$ cat config.mk
export PLATFORM = sky130hd
export DESIGN_NAME = trace_region_counter_profiler_unit
export DESIGN_NICKNAME = d
export VERILOG_FILES = /design/src/design/trcp_pkg.sv /design/src/design/trcp_cfg_regs.sv /design/src/design/trcp_core.sv /design/src/design/trcp_out.sv /design/src/design/trace_region_counter_profiler_unit.sv
export VERILOG_INCLUDE_DIRS = /design/src /design/src/design
export SDC_FILE = /design/constraint.sdc
export NUM_CORES = 2
export LEC_CHECK = 0
export BUFFER_PORTS_ARGS = -buffer_cell sky130_fd_sc_hd__buf_4
export CAP_MARGIN = 10
export CORE_ASPECT_RATIO = 0.8
export CORE_MARGIN = 4
export CORE_UTILIZATION = 68
export CTS_BUF_LIST = sky130_fd_sc_hd__clkbuf_8
export CTS_CLUSTER_DIAMETER = 30
export DETAILED_ROUTE_END_ITERATION = 8
export GPL_TIMING_DRIVEN = 1
export PLACE_DENSITY = 0.89
export SLEW_MARGIN = 15
export SYNTH_ARGS = -nofsm -noshare
export SYNTH_HDL_FRONTEND = slang
export SYNTH_SLANG_ARGS = --single-unit
$ cat constraint.sdc
create_clock -name clk -period 36.4 [get_ports clk]
set_input_delay 0 -clock clk [delete_from_list [all_inputs] [get_ports clk]]
set_output_delay 0 -clock clk [all_outputs]
set_load 0.02 [all_outputs]
$ cat src/design/trace_region_counter_profiler_unit_defines.svh
// assertion macros for the trace region counter profiler
`ifndef TRACE_REGION_COUNTER_PROFILER_UNIT_DEFINES_SVH
`define TRACE_REGION_COUNTER_PROFILER_UNIT_DEFINES_SVH

`ifndef ASSERT_OFF
`define ASSERT_IMPL(lbl, ante, cons) \
	lbl: assert property (@(posedge clk) disable iff (!arst_n) (ante) |-> (cons)) \
		else $error("assertion failed");
`define ASSERT_NEXT(lbl, ante, cons) \
	lbl: assert property (@(posedge clk) disable iff (!arst_n) (ante) |=> (cons)) \
		else $error("assertion failed");
`else
`define ASSERT_IMPL(lbl, ante, cons)
`define ASSERT_NEXT(lbl, ante, cons)
`endif

`endif

$ cat src/design/trcp_pkg.sv
// shared types and constants of the trace region counter profiler
package trcp_pkg;

	localparam int SLOT_ROOM = 3;
	localparam int IN_W = 192;
	localparam int OUT_W = 384;
	localparam int IDX_W = 3;

	localparam logic [31:0] CTR_LOW = 32'd42000000;
	localparam logic [31:0] CTR_HIGH = 32'd42009998;

	localparam logic [IDX_W-1:0] REG_MATCH_TASK = 3'd0;
	localparam logic [IDX_W-1:0] REG_MATCH_THREAD = 3'd1;
	localparam logic [IDX_W-1:0] REG_WIN_TYPE = 3'd2;
	localparam logic [IDX_W-1:0] REG_WIN_VALUE = 3'd3;
	localparam logic [IDX_W-1:0] REG_SEP_TYPE = 3'd4;
	localparam logic [IDX_W-1:0] REG_CTR_TYPE_0 = 3'd5;
	localparam logic [IDX_W-1:0] REG_CTR_TYPE_1 = 3'd6;
	localparam logic [IDX_W-1:0] REG_CTR_TYPE_2 = 3'd7;

	typedef enum logic [1:0] {
		KIND_ENTER = 2'd0,
		KIND_REGION = 2'd1,
		KIND_EXIT = 2'd2
	} kind_t;

	typedef struct packed {
		logic [15:0] match_task;
		logic [15:0] match_thread;
		logic [31:0] win_type;
		logic [63:0] win_value;
		logic [31:0] sep_type;
		logic [SLOT_ROOM-1:0][31:0] ctr_type;
		logic win_clr;
	} cfg_t;

	typedef struct packed {
		logic [2:0] mask;
		logic [63:0] t_rec;
		logic [63:0] win_start;
		logic [63:0] reg_start;
		logic [63:0] reg_tag;
		logic [SLOT_ROOM-1:0][63:0] sums;
	} grp_t;

endpackage

$ cat src/design/trcp_cfg_regs.sv
// configuration register file
module trcp_cfg_regs (
	input  logic clk,
	input  logic arst_n,
	input  logic cfg_we,
	input  logic [trcp_pkg::IDX_W-1:0] cfg_index,
	input  logic [63:0] cfg_data,
	output trcp_pkg::cfg_t cfg
);
	import trcp_pkg::*;

	logic [15:0] match_task_q;
	logic [15:0] match_thread_q;
	logic [31:0] win_type_q;
	logic [63:0] win_value_q;
	logic [31:0] sep_type_q;
	logic [SLOT_ROOM-1:0][31:0] ctr_type_q;

	always_ff @(posedge clk or negedge arst_n) begin
		if (!arst_n) begin
			match_task_q <= '0;
			match_thread_q <= '0;
			win_type_q <= '0;
			win_value_q <= '0;
			sep_type_q <= '0;
			ctr_type_q <= '0;
		end else if (cfg_we) begin
			case (cfg_index)
				REG_MATCH_TASK: match_task_q <= cfg_data[15:0];
				REG_MATCH_THREAD: match_thread_q <= cfg_data[15:0];
				REG_WIN_TYPE: win_type_q <= cfg_data[31:0];
				REG_WIN_VALUE: win_value_q <= cfg_data;
				REG_SEP_TYPE: sep_type_q <= cfg_data[31:0];
				REG_CTR_TYPE_0: ctr_type_q[0] <= cfg_data[31:0];
				REG_CTR_TYPE_1: ctr_type_q[1] <= cfg_data[31:0];
				REG_CTR_TYPE_2: ctr_type_q[2] <= cfg_data[31:0];
				default: ;
			endcase
		end
	end

	always_comb begin
		cfg.match_task = match_task_q;
		cfg.match_thread = match_thread_q;
		cfg.win_type = win_type_q;
		cfg.win_value = win_value_q;
		cfg.sep_type = sep_type_q;
		cfg.ctr_type = ctr_type_q;
		cfg.win_clr = cfg_we && (cfg_index == REG_WIN_TYPE || cfg_index == REG_WIN_VALUE);
	end

endmodule

$ cat src/design/trcp_core.sv
// input register, record gathering, window and region state
`include "trace_region_counter_profiler_unit_defines.svh"
module trcp_core #(
	parameter int COUNTER_SLOTS = 3
) (
	input  logic clk,
	input  logic arst_n,
	input  trcp_pkg::cfg_t cfg,
	input  logic s_tvalid,
	output logic s_tready,
	input  logic [trcp_pkg::IN_W-1:0] s_tdata,
	input  logic s_tlast,
	input  logic grp_free,
	output logic grp_load,
	output trcp_pkg::grp_t grp
);
	import trcp_pkg::*;

	logic valid_s1;
	logic [15:0] task_s1;
	logic [15:0] thread_s1;
	logic [63:0] time_s1;
	logic [31:0] type_s1;
	logic [63:0] value_s1;
	logic last_s1;

	logic in_window_q;
	logic window_done_q;
	logic [63:0] window_start_q;
	logic region_open_q;
	logic [63:0] region_start_q;
	logic [63:0] region_tag_q;
	logic [63:0] region_sums_q [COUNTER_SLOTS];
	logic pend_enter_q;
	logic pend_exit_q;
	logic pend_sep_seen_q;
	logic [63:0] pend_sep_value_q;
	logic [63:0] pend_sums_q [COUNTER_SLOTS];

	logic own_hit;
	logic win_hit;
	logic val_eq;
	logic enter_n;
	logic exit_n;
	logic sep_hit;
	logic sep_seen_n;
	logic [63:0] sep_val_n;
	logic in_range;
	logic [COUNTER_SLOTS-1:0] slot_sel;
	logic [63:0] pend_sums_n [COUNTER_SLOTS];
	logic [63:0] region_add [COUNTER_SLOTS];
	logic ent;
	logic act;
	logic open_new;
	logic emit_reg;
	logic emit_exit;
	logic produces;
	logic step;
	logic apply;

	assign step = valid_s1 && (!produces || grp_free);
	assign s_tready = !valid_s1 || step;
	assign apply = step && own_hit && last_s1;

	always_ff @(posedge clk or negedge arst_n) begin
		if (!arst_n) begin
			valid_s1 <= 1'b0;
		end else if (s_tvalid && s_tready) begin
			valid_s1 <= 1'b1;
		end else if (step) begin
			valid_s1 <= 1'b0;
		end
	end

	always_ff @(posedge clk) begin
		if (s_tvalid && s_tready) begin
			task_s1 <= s_tdata[15:0];
			thread_s1 <= s_tdata[31:16];
			time_s1 <= s_tdata[95:32];
			type_s1 <= s_tdata[127:96];
			value_s1 <= s_tdata[191:128];
			last_s1 <= s_tlast;
		end
	end

	// events gathered into the record's pending facts
	always_comb begin
		own_hit = task_s1 == cfg.match_task && thread_s1 == cfg.match_thread;
		win_hit = type_s1 == cfg.win_type;
		val_eq = value_s1 == cfg.win_value;
		enter_n = pend_enter_q | (win_hit & val_eq);
		exit_n = pend_exit_q | (win_hit & !val_eq);
		sep_hit = type_s1 == cfg.sep_type;
		sep_seen_n = pend_sep_seen_q | sep_hit;
		sep_val_n = (sep_hit && !pend_sep_seen_q) ? value_s1 : pend_sep_value_q;
		in_range = type_s1 >= CTR_LOW && type_s1 <= CTR_HIGH;
	end

	// lowest matching slot takes the counter
	always_comb begin
		logic found;
		found = 1'b0;
		for (int s = 0; s < COUNTER_SLOTS; s++) begin
			slot_sel[s] = in_range && !found && cfg.ctr_type[s] == type_s1;
			found = found | slot_sel[s];
		end
	end

	always_comb begin
		for (int s = 0; s < COUNTER_SLOTS; s++) begin
			pend_sums_n[s] = pend_sums_q[s] + (slot_sel[s] ? value_s1 : 64'd0);
			region_add[s] = region_sums_q[s] + pend_sums_n[s];
		end
	end

	// record application
	always_comb begin
		ent = !in_window_q && !window_done_q && enter_n;
		act = (in_window_q || ent) && !window_done_q;
		open_new = act && sep_seen_n && sep_val_n != 64'd0;
		emit_reg = act && !open_new && sep_seen_n && region_open_q;
		emit_exit = act && exit_n;
		produces = own_hit && last_s1 && (ent || emit_reg || emit_exit);
		grp_load = step && produces;
		grp.mask = {emit_exit, emit_reg, ent};
		grp.t_rec = time_s1;
		grp.win_start = ent ? time_s1 : window_start_q;
		grp.reg_start = region_start_q;
		grp.reg_tag = region_tag_q;
		for (int s = 0; s < SLOT_ROOM; s++) begin
			grp.sums[s] = '0;
		end
		for (int s = 0; s < COUNTER_SLOTS; s++) begin
			grp.sums[s] = region_add[s];
		end
	end

	always_ff @(posedge clk or negedge arst_n) begin
		if (!arst_n) begin
			in_window_q <= 1'b0;
			window_done_q <= 1'b0;
			window_start_q <= '0;
		end else if (cfg.win_clr) begin
			in_window_q <= 1'b0;
			window_done_q <= 1'b0;
		end else if (apply) begin
			if (ent) begin
				in_window_q <= 1'b1;
				window_start_q <= time_s1;
			end
			if (emit_exit) begin
				window_done_q <= 1'b1;
			end
		end
	end

	always_ff @(posedge clk or negedge arst_n) begin
		if (!arst_n) begin
			region_open_q <= 1'b0;
			region_start_q <= '0;
			region_tag_q <= '0;
			for (int s = 0; s < COUNTER_SLOTS; s++) begin
				region_sums_q[s] <= '0;
			end
		end else if (apply && act) begin
			if (open_new) begin
				region_open_q <= 1'b1;
				region_start_q <= time_s1;
				region_tag_q <= sep_val_n;
				for (int s = 0; s < COUNTER_SLOTS; s++) begin
					region_sums_q[s] <= '0;
				end
			end else if (region_open_q) begin
				for (int s = 0; s < COUNTER_SLOTS; s++) begin
					region_sums_q[s] <= region_add[s];
				end
				if (sep_seen_n) begin
					region_open_q <= 1'b0;
				end
			end
		end
	end

	always_ff @(posedge clk or negedge arst_n) begin
		if (!arst_n) begin
			pend_enter_q <= 1'b0;
			pend_exit_q <= 1'b0;
			pend_sep_seen_q <= 1'b0;
			pend_sep_value_q <= '0;
			for (int s = 0; s < COUNTER_SLOTS; s++) begin
				pend_sums_q[s] <= '0;
			end
		end else if (step && own_hit) begin
			if (last_s1) begin
				pend_enter_q <= 1'b0;
				pend_exit_q <= 1'b0;
				pend_sep_seen_q <= 1'b0;
				pend_sep_value_q <= '0;
				for (int s = 0; s < COUNTER_SLOTS; s++) begin
					pend_sums_q[s] <= '0;
				end
			end else begin
				pend_enter_q <= enter_n;
				pend_exit_q <= exit_n;
				pend_sep_seen_q <= sep_seen_n;
				pend_sep_value_q <= sep_val_n;
				for (int s = 0; s < COUNTER_SLOTS; s++) begin
					pend_sums_q[s] <= pend_sums_n[s];
				end
			end
		end
	end

	`ASSERT_IMPL(a_enter_outside, grp_load && grp.mask[0], !in_window_q && !window_done_q)
	`ASSERT_IMPL(a_region_was_open, grp_load && grp.mask[1], region_open_q)
	`ASSERT_NEXT(a_exit_sets_done, grp_load && grp.mask[2] && !cfg.win_clr, window_done_q)

endmodule

$ cat src/design/trcp_out.sv
// result group register and result serializer
`include "trace_region_counter_profiler_unit_defines.svh"
module trcp_out (
	input  logic clk,
	input  logic arst_n,
	input  logic grp_load,
	input  trcp_pkg::grp_t grp,
	output logic grp_free,
	output logic m_tvalid,
	input  logic m_tready,
	output logic [trcp_pkg::OUT_W-1:0] m_tdata,
	output logic [1:0] m_tuser,
	output logic m_tlast
);
	import trcp_pkg::*;

	logic [2:0] mask_q;
	grp_t data_q;
	logic [2:0] cur_bit;
	kind_t kind;
	logic [63:0] t_begin;
	logic [63:0] t_finish;
	logic [63:0] region_value;
	logic [SLOT_ROOM-1:0][63:0] totals;
	logic hs;

	always_comb begin
		if (mask_q[0]) begin
			kind = KIND_ENTER;
			cur_bit = 3'b001;
		end else if (mask_q[1]) begin
			kind = KIND_REGION;
			cur_bit = 3'b010;
		end else begin
			kind = KIND_EXIT;
			cur_bit = 3'b100;
		end
	end

	always_comb begin
		t_begin = '0;
		t_finish = '0;
		region_value = '0;
		totals = '0;
		case (kind)
			KIND_ENTER: begin
				t_begin = data_q.t_rec;
			end
			KIND_REGION: begin
				t_begin = data_q.reg_start;
				t_finish = data_q.t_rec;
				region_value = data_q.reg_tag;
				totals = data_q.sums;
			end
			KIND_EXIT: begin
				t_begin = data_q.win_start;
				t_finish = data_q.t_rec;
			end
			default: ;
		endcase
	end

	assign m_tvalid = mask_q != 3'b000;
	assign m_tlast = (mask_q & ~cur_bit) == 3'b000;
	assign m_tdata = {totals[2], totals[1], totals[0], region_value, t_finish, t_begin};
	assign m_tuser = kind;
	assign hs = m_tvalid && m_tready;
	assign grp_free = !m_tvalid || (hs && m_tlast);

	always_ff @(posedge clk or negedge arst_n) begin
		if (!arst_n) begin
			mask_q <= 3'b000;
		end else if (grp_load) begin
			mask_q <= grp.mask;
		end else if (hs) begin
			mask_q <= mask_q & ~cur_bit;
		end
	end

	always_ff @(posedge clk) begin
		if (grp_load) begin
			data_q <= grp;
		end
	end

	`ASSERT_IMPL(a_last_single, m_tvalid && m_tlast, $onehot(mask_q))
	`ASSERT_IMPL(a_load_when_free, grp_load, !m_tvalid || (hs && m_tlast))
	`ASSERT_NEXT(a_stall_holds, m_tvalid && !m_tready && !grp_load, $stable(mask_q))

endmodule

$ cat src/design/trace_region_counter_profiler_unit.sv
// trace region counter profiler top level
// a record's last event is held in the input register, then its results go to the result group register
// throughput: one event per cycle, unless a record end with results finds the result side still busy
// with the previous record's results; that record end then waits until the last of them is taken
// results of one record leave one per cycle while m_tready is high, in order enter, region, exit
// reset: arst_n clears configuration, window, region and pending state at once
module trace_region_counter_profiler_unit #(
	parameter int COUNTER_SLOTS = 3
) (
	input  logic clk,
	input  logic arst_n,
	input  logic cfg_we,
	input  logic [trcp_pkg::IDX_W-1:0] cfg_index,
	input  logic [63:0] cfg_data,
	input  logic s_tvalid,
	output logic s_tready,
	// rec_task, rec_thread, rec_time, ev_type, ev_value
	input  logic [trcp_pkg::IN_W-1:0] s_tdata,
	input  logic s_tlast,
	output logic m_tvalid,
	input  logic m_tready,
	// t_begin, t_finish, region_value, total_0, total_1, total_2
	output logic [trcp_pkg::OUT_W-1:0] m_tdata,
	// kind
	output logic [1:0] m_tuser,
	output logic m_tlast
);
	import trcp_pkg::*;

	cfg_t cfg;
	grp_t grp;
	logic grp_load;
	logic grp_free;

	trcp_cfg_regs u_cfg (
		.clk(clk),
		.arst_n(arst_n),
		.cfg_we(cfg_we),
		.cfg_index(cfg_index),
		.cfg_data(cfg_data),
		.cfg(cfg)
	);

	trcp_core #(
		.COUNTER_SLOTS(COUNTER_SLOTS)
	) u_core (
		.clk(clk),
		.arst_n(arst_n),
		.cfg(cfg),
		.s_tvalid(s_tvalid),
		.s_tready(s_tready),
		.s_tdata(s_tdata),
		.s_tlast(s_tlast),
		.grp_free(grp_free),
		.grp_load(grp_load),
		.grp(grp)
	);

	trcp_out u_out (
		.clk(clk),
		.arst_n(arst_n),
		.grp_load(grp_load),
		.grp(grp),
		.grp_free(grp_free),
		.m_tvalid(m_tvalid),
		.m_tready(m_tready),
		.m_tdata(m_tdata),
		.m_tuser(m_tuser),
		.m_tlast(m_tlast)
	);

endmodule
==> flow_metrics.env, run 1 <==
export IMPL_ys_seq_area_share_pct=50.58
export IMPL_die_h_um=320.3
export IMPL_gr_total_overflow=93
export IMPL_gp_congestion=0.9888
export IMPL_antenna_found_initial=96
export IMPL_clkSinkCount=1547
export IMPL_synth_avg_cell_area_um2=11.19
export IMPL_synth_area_leaders="dfrtp_1 27%, edfxtp_1 23%, ha_1 5.8%"
export IMPL_ys_types=102
export IMPL_failing_step="global routing (5_1_grt)"
export IMPL_grt_max_degree=166
export IMPL_cts_root_buf="clkbuf_8"
export IMPL_cts_setup_buffers=0
export IMPL_clock_path_buffers=4
export IMPL_io_buffers=653
export IMPL_rows=114
export IMPL_syn_inst=7410
export IMPL_synth_edf_count=641
export IMPL_syn_num_nets=8068
export IMPL_yosys_area_top_type="dfrtp_1"
export IMPL_synthArstFlopShare_pct=58.56
export IMPL_die_w_um=398.3
export IMPL_grt_usage_pct=67.72
export IMPL_synth_commonest_cells="906 x dfrtp_1, 641 x edfxtp_1, 620 x nand2_1"
export IMPL_ios=654
export IMPL_synth_seq_cells=1547
export IMPL_synth_warnings=0
export IMPL_syn_cell_area_um2=82880
export IMPL_htree_levels=5
export IMPL_cts_buffers=294
export IMPL_tool_error="[ERROR GRT-0232] Routing congestion too high. Check the congestion heatmap in the GUI."
export IMPL_yosysTopAreaCellShare_pct=27.35
export IMPL_status="did not finish"
export IMPL_yosysMostFrequentCell="dfrtp_1"
export IMPL_place_hpwl_um=183900
export IMPL_synth_ff_type="dfrtp_1"
export IMPL_start_util_pct=68.52
[metrics by stage]
step	utilization, %	std cells	area [µm²]	setup slack [ps]	hold slack [ps]
after floorplan	-	7410	82880	13290	-295.6
after global placement	73.75	9385	89200	27330	85.69
after detailed placement	73.75	9385	89200	27210	84.68
after CTS	83.45	10470	100900	27140	14.06
[kinds of logic after synthesis]
kind of cell               synth area share (%)
and+or+nand+nor                           12.02
AOI/OAI and AO/OA                         14.73
adders and majority gates                 5.987
xor gates and xnor gates                  6.592
DFF                                       50.58
muxes                                     7.669
buffers and inverters                     2.426
[layer usage]
| layer | overflow | global-route usage, % |
|---|---|---|
| met1 | 5 | 71.02 |
| met2 | 37 | 82.03 |
| met4 | 46 | 59.78 |
| met3 | 2 | 53.58 |
| met5 | 3 | 34.04 |
[repair_timing]
action,CTS
endpoints found under the hold margin,868
hold buffers,560
resized for setup,0
==> run 2: changes to the inputs <==
--- a/config.mk
+++ b/config.mk
@@ -8,14 +8,11 @@
 export LEC_CHECK = 0
 export BUFFER_PORTS_ARGS = -buffer_cell sky130_fd_sc_hd__buf_4
 export CAP_MARGIN = 10
-export CORE_ASPECT_RATIO = 0.8
 export CORE_MARGIN = 4
-export CORE_UTILIZATION = 68
-export CTS_BUF_LIST = sky130_fd_sc_hd__clkbuf_8
-export CTS_CLUSTER_DIAMETER = 30
+export CORE_UTILIZATION = 40
 export DETAILED_ROUTE_END_ITERATION = 8
 export GPL_TIMING_DRIVEN = 1
-export PLACE_DENSITY = 0.89
+export PLACE_DENSITY_LB_ADDON = 0.15
 export SLEW_MARGIN = 15
 export SYNTH_ARGS = -nofsm -noshare
 export SYNTH_HDL_FRONTEND = slang
==> run 2 against run 1 <==
Compared with the run above: the run now ends clean; synthesized cell count unchanged; area after synthesis unchanged.
==> flow_metrics.env, run 2 <==
export IMPL_tightest_slew_ps=1307
export IMPL_yosysMostFrequentCell="dfrtp_1"
export IMPL_mostFrequentLayoutCell="dfrtp_1"
export IMPL_p_per_area_nw_per_um2=40.19
export IMPL_syn_cell_area_um2=82880
export IMPL_synth_area_leaders="dfrtp_1 27%, edfxtp_1 23%, ha_1 5.8%"
export IMPL_ff2ff_path_depth=36
export IMPL_antenna_found_initial=60
export IMPL_syn_to_final_growth_pct=22.84
export IMPL_cp_arrival_ps=10640
export IMPL_num_vias=63670
export IMPL_grt_max_degree=122
export IMPL_clock_skew_ps=47.47
export IMPL_core_um2=205400
export IMPL_crit_path_top_delay_cell="buf_4"
export IMPL_routed_wl_um=292300
export IMPL_postRouteAntennaNets=0
export IMPL_synth_seq_cells=1547
export IMPL_yosysTopAreaCellShare_pct=27.35
export IMPL_status="complete, no violations"
export IMPL_p_leak_nw=46.52
export IMPL_synth_ff_type="dfrtp_1"
export IMPL_synth_avg_cell_area_um2=11.19
export IMPL_worst_setup_path_type="flip-flop to flip-flop"
export IMPL_top_register="u_out.data_q"
export IMPL_io_buffers=653
export IMPL_slowest_delay_ps=770
export IMPL_whs_path_depth=3
export IMPL_setup_viol=0
export IMPL_fin_crit_ps=9913
export IMPL_viasPerCell=5.604
export IMPL_worstHoldStart="cfg_data[30]"
export IMPL_cts_buffers=173
export IMPL_yosys_area_top_type="dfrtp_1"
export IMPL_synth_commonest_cells="906 x dfrtp_1, 641 x edfxtp_1, 620 x nand2_1"
export IMPL_start_util_pct=40.35
export IMPL_layout_cells_non_filler=11360
export IMPL_rsz0062_at_grt="no"
export IMPL_wl_per_cell_um=25.72
export IMPL_hold_slack_ps=70.72
export IMPL_finalSetupTns_ps=0
export IMPL_synth_warnings=0
export IMPL_hold_viol=0
export IMPL_worst_setup_path_end_kind="flip-flop"
export IMPL_grt_usage_pct=26.56
export IMPL_gr_total_overflow=0
export IMPL_syn_inst=7410
export IMPL_ys_types=102
export IMPL_grt_pass1_vias=63810
export IMPL_clkSinkCount=1547
export IMPL_drv_cap=0
export IMPL_clock_path_buffers=3
export IMPL_place_area_um2=90620
export IMPL_drt_first_iter_violations=4680
export IMPL_start_kind="flip-flop"
export IMPL_slew_violations=0
export IMPL_largest_reg_flops=448
export IMPL_ir_drop_uv=46.21
export IMPL_layout_nets=9131
export IMPL_critPathMaxFanout=92
export IMPL_critPathRequiredTime_ps=37120
export IMPL_r2r_start="u_core.type_s1[28]$_DFFE_PP_"
export IMPL_htree_levels=4
export IMPL_clock_fmax_ghz=0.1009
export IMPL_synthArstFlopShare_pct=58.56
export IMPL_grt_pass1_wl_um=429600
export IMPL_placed_cells=10470
export IMPL_drive_gt1_share_pct=17.87
export IMPL_ios=654
export IMPL_gp_congestion=0.9217
export IMPL_syn_num_nets=8068
export IMPL_die_w_um=463.2
export IMPL_die_h_um=463.2
export IMPL_dieArea_um2=214600
export IMPL_cts_setup_buffers=0
export IMPL_cts_tree="built"
export IMPL_top_regs="u_out.data_q (448), u_core.pend_sums_q (192), u_core.region_sums_q (192)"
export IMPL_clk_latency_ps=850
export IMPL_rows=166
export IMPL_layout_common_cells="904 x dfrtp_1, 765 x buf_4, 641 x edfxtp_1, 616 x nand2_1, 518 x dlygate4sd3_1"
export IMPL_min_period_over_period_pct=27.23
export IMPL_cts_root_buf="clkbuf_16"
export IMPL_hold_path_class="input pin to flip-flop"
export IMPL_fin_area_um2=101800
export IMPL_dr_pass1_iters=6
export IMPL_max_slew_margin_rel_pct=12.85
export IMPL_synth_edf_count=641
export IMPL_place_hpwl_um=205600
export IMPL_clk_pin_slew_worst_paths_ps=60
export IMPL_drc=0
export IMPL_crit_start="u_core.type_s1[28]$_DFFE_PP_"
export IMPL_fillers=18250
export IMPL_ys_seq_area_share_pct=50.58
run 2: cell counts after synthesis:
Identical to the previous run, type by type.
run 2: timing repair:
item                                   CTS  global route
endpoints found under the hold margin  614             0
hold buffers                           519             0
resized for setup                        0             0
setup endpoints to repair                0             0
run 2: cell type report:
class / instances / area (µm²) / share of cell area [%]
Antenna cell: 49 / 122.6 / 0.1204
Clock buffer: 239 / 4852 / 4.766
Clock inverter: 88 / 1003 / 0.9856
Inverter: 119 / 447.9 / 0.4399
Multi-Input combinational cell: 5346 / 39110 / 38.41
Sequential cell: 1547 / 41930 / 41.18
Tap cell: 2688 / 3363 / 3.303
Timing Repair Buffer: 1286 / 10990 / 10.79
run 2: logic make-up (layout without fill, tap and decap cells):
kind of cell / after synthesis / after routing / share of synthesized area, %
XOR/XNOR: 623 / 623 / 6.592
adder cells (fa/ha/maj): 393 / 393 / 5.987
AO/OA/AOI/OAI: 1828 / 1828 / 14.73
multiplexers: 579 / 579 / 7.669
flip-flops: 1547 / 1547 / 50.58
AND/OR/NAND/NOR: 1923 / 1923 / 12.02
other: 0 / 49 / 0
buffers and inverters: 517 / 1732 / 2.426
run 2: layer usage:
metal / track usage, % / share of wire (%) / vias up
met5: 0 / 0.066 / -
met2: 42.61 / 46 / 2084
met3: 5.682 / 6.8 / 469
li1: - / - / 29330
met1: 34.87 / 43 / 31750
met4: 11.11 / 4.3 / 30
run 2: worst max-delay path, delay by kind of cell (launching register included):
family | cells | cell delay [ps]
fa+ha+maj | 3 | 900
buf+inv | 3 | 1250
flops | 1 | 540
simple gates | 12 | 2840
compound gates | 15 | 3580
xor+xnor | 3 | 630
run 2: where the power goes:
part	leakage, nW	internal (mW)	switching, mW	total [mW]
Sequential	18.6	1.90	0.0801	1.98
Clock	2.84	1.02	0.772	1.80
Combinational	25.1	0.152	0.167	0.320
run 2: path summary, 6_finish.rpt:
kind | end | slack (ps)
worst max-delay path | u_core.region_sums_q[63]$_DFFE_PN0P_ | 26490
worst min-delay path | u_cfg.cfg[63]$_DFFE_PN0P_ | 70
worst max register to register | u_core.region_sums_q[63]$_DFFE_PN0P_ | 26490
worst min register to register | u_out.data_q[273]$_DFFE_PP_ | 440
max in group asynchronous | u_core.region_sums_q[122]$_DFFE_PN0P_ | 33060
min in group asynchronous | u_cfg.cfg[91]$_DFFE_PN0P_ | 390
run 2: metrics by stage:
step,utilization [%],power [mW],worst slack (ps)
CTS,49.51,4.133,26520
global placement,44.12,2.278,26570
floorplan,-,2.112,13290
finish,49.57,4.092,26490
global route,49.52,4.232,25650
detailed placement,44.12,2.282,26560
(Power assumes the default switching activity.)
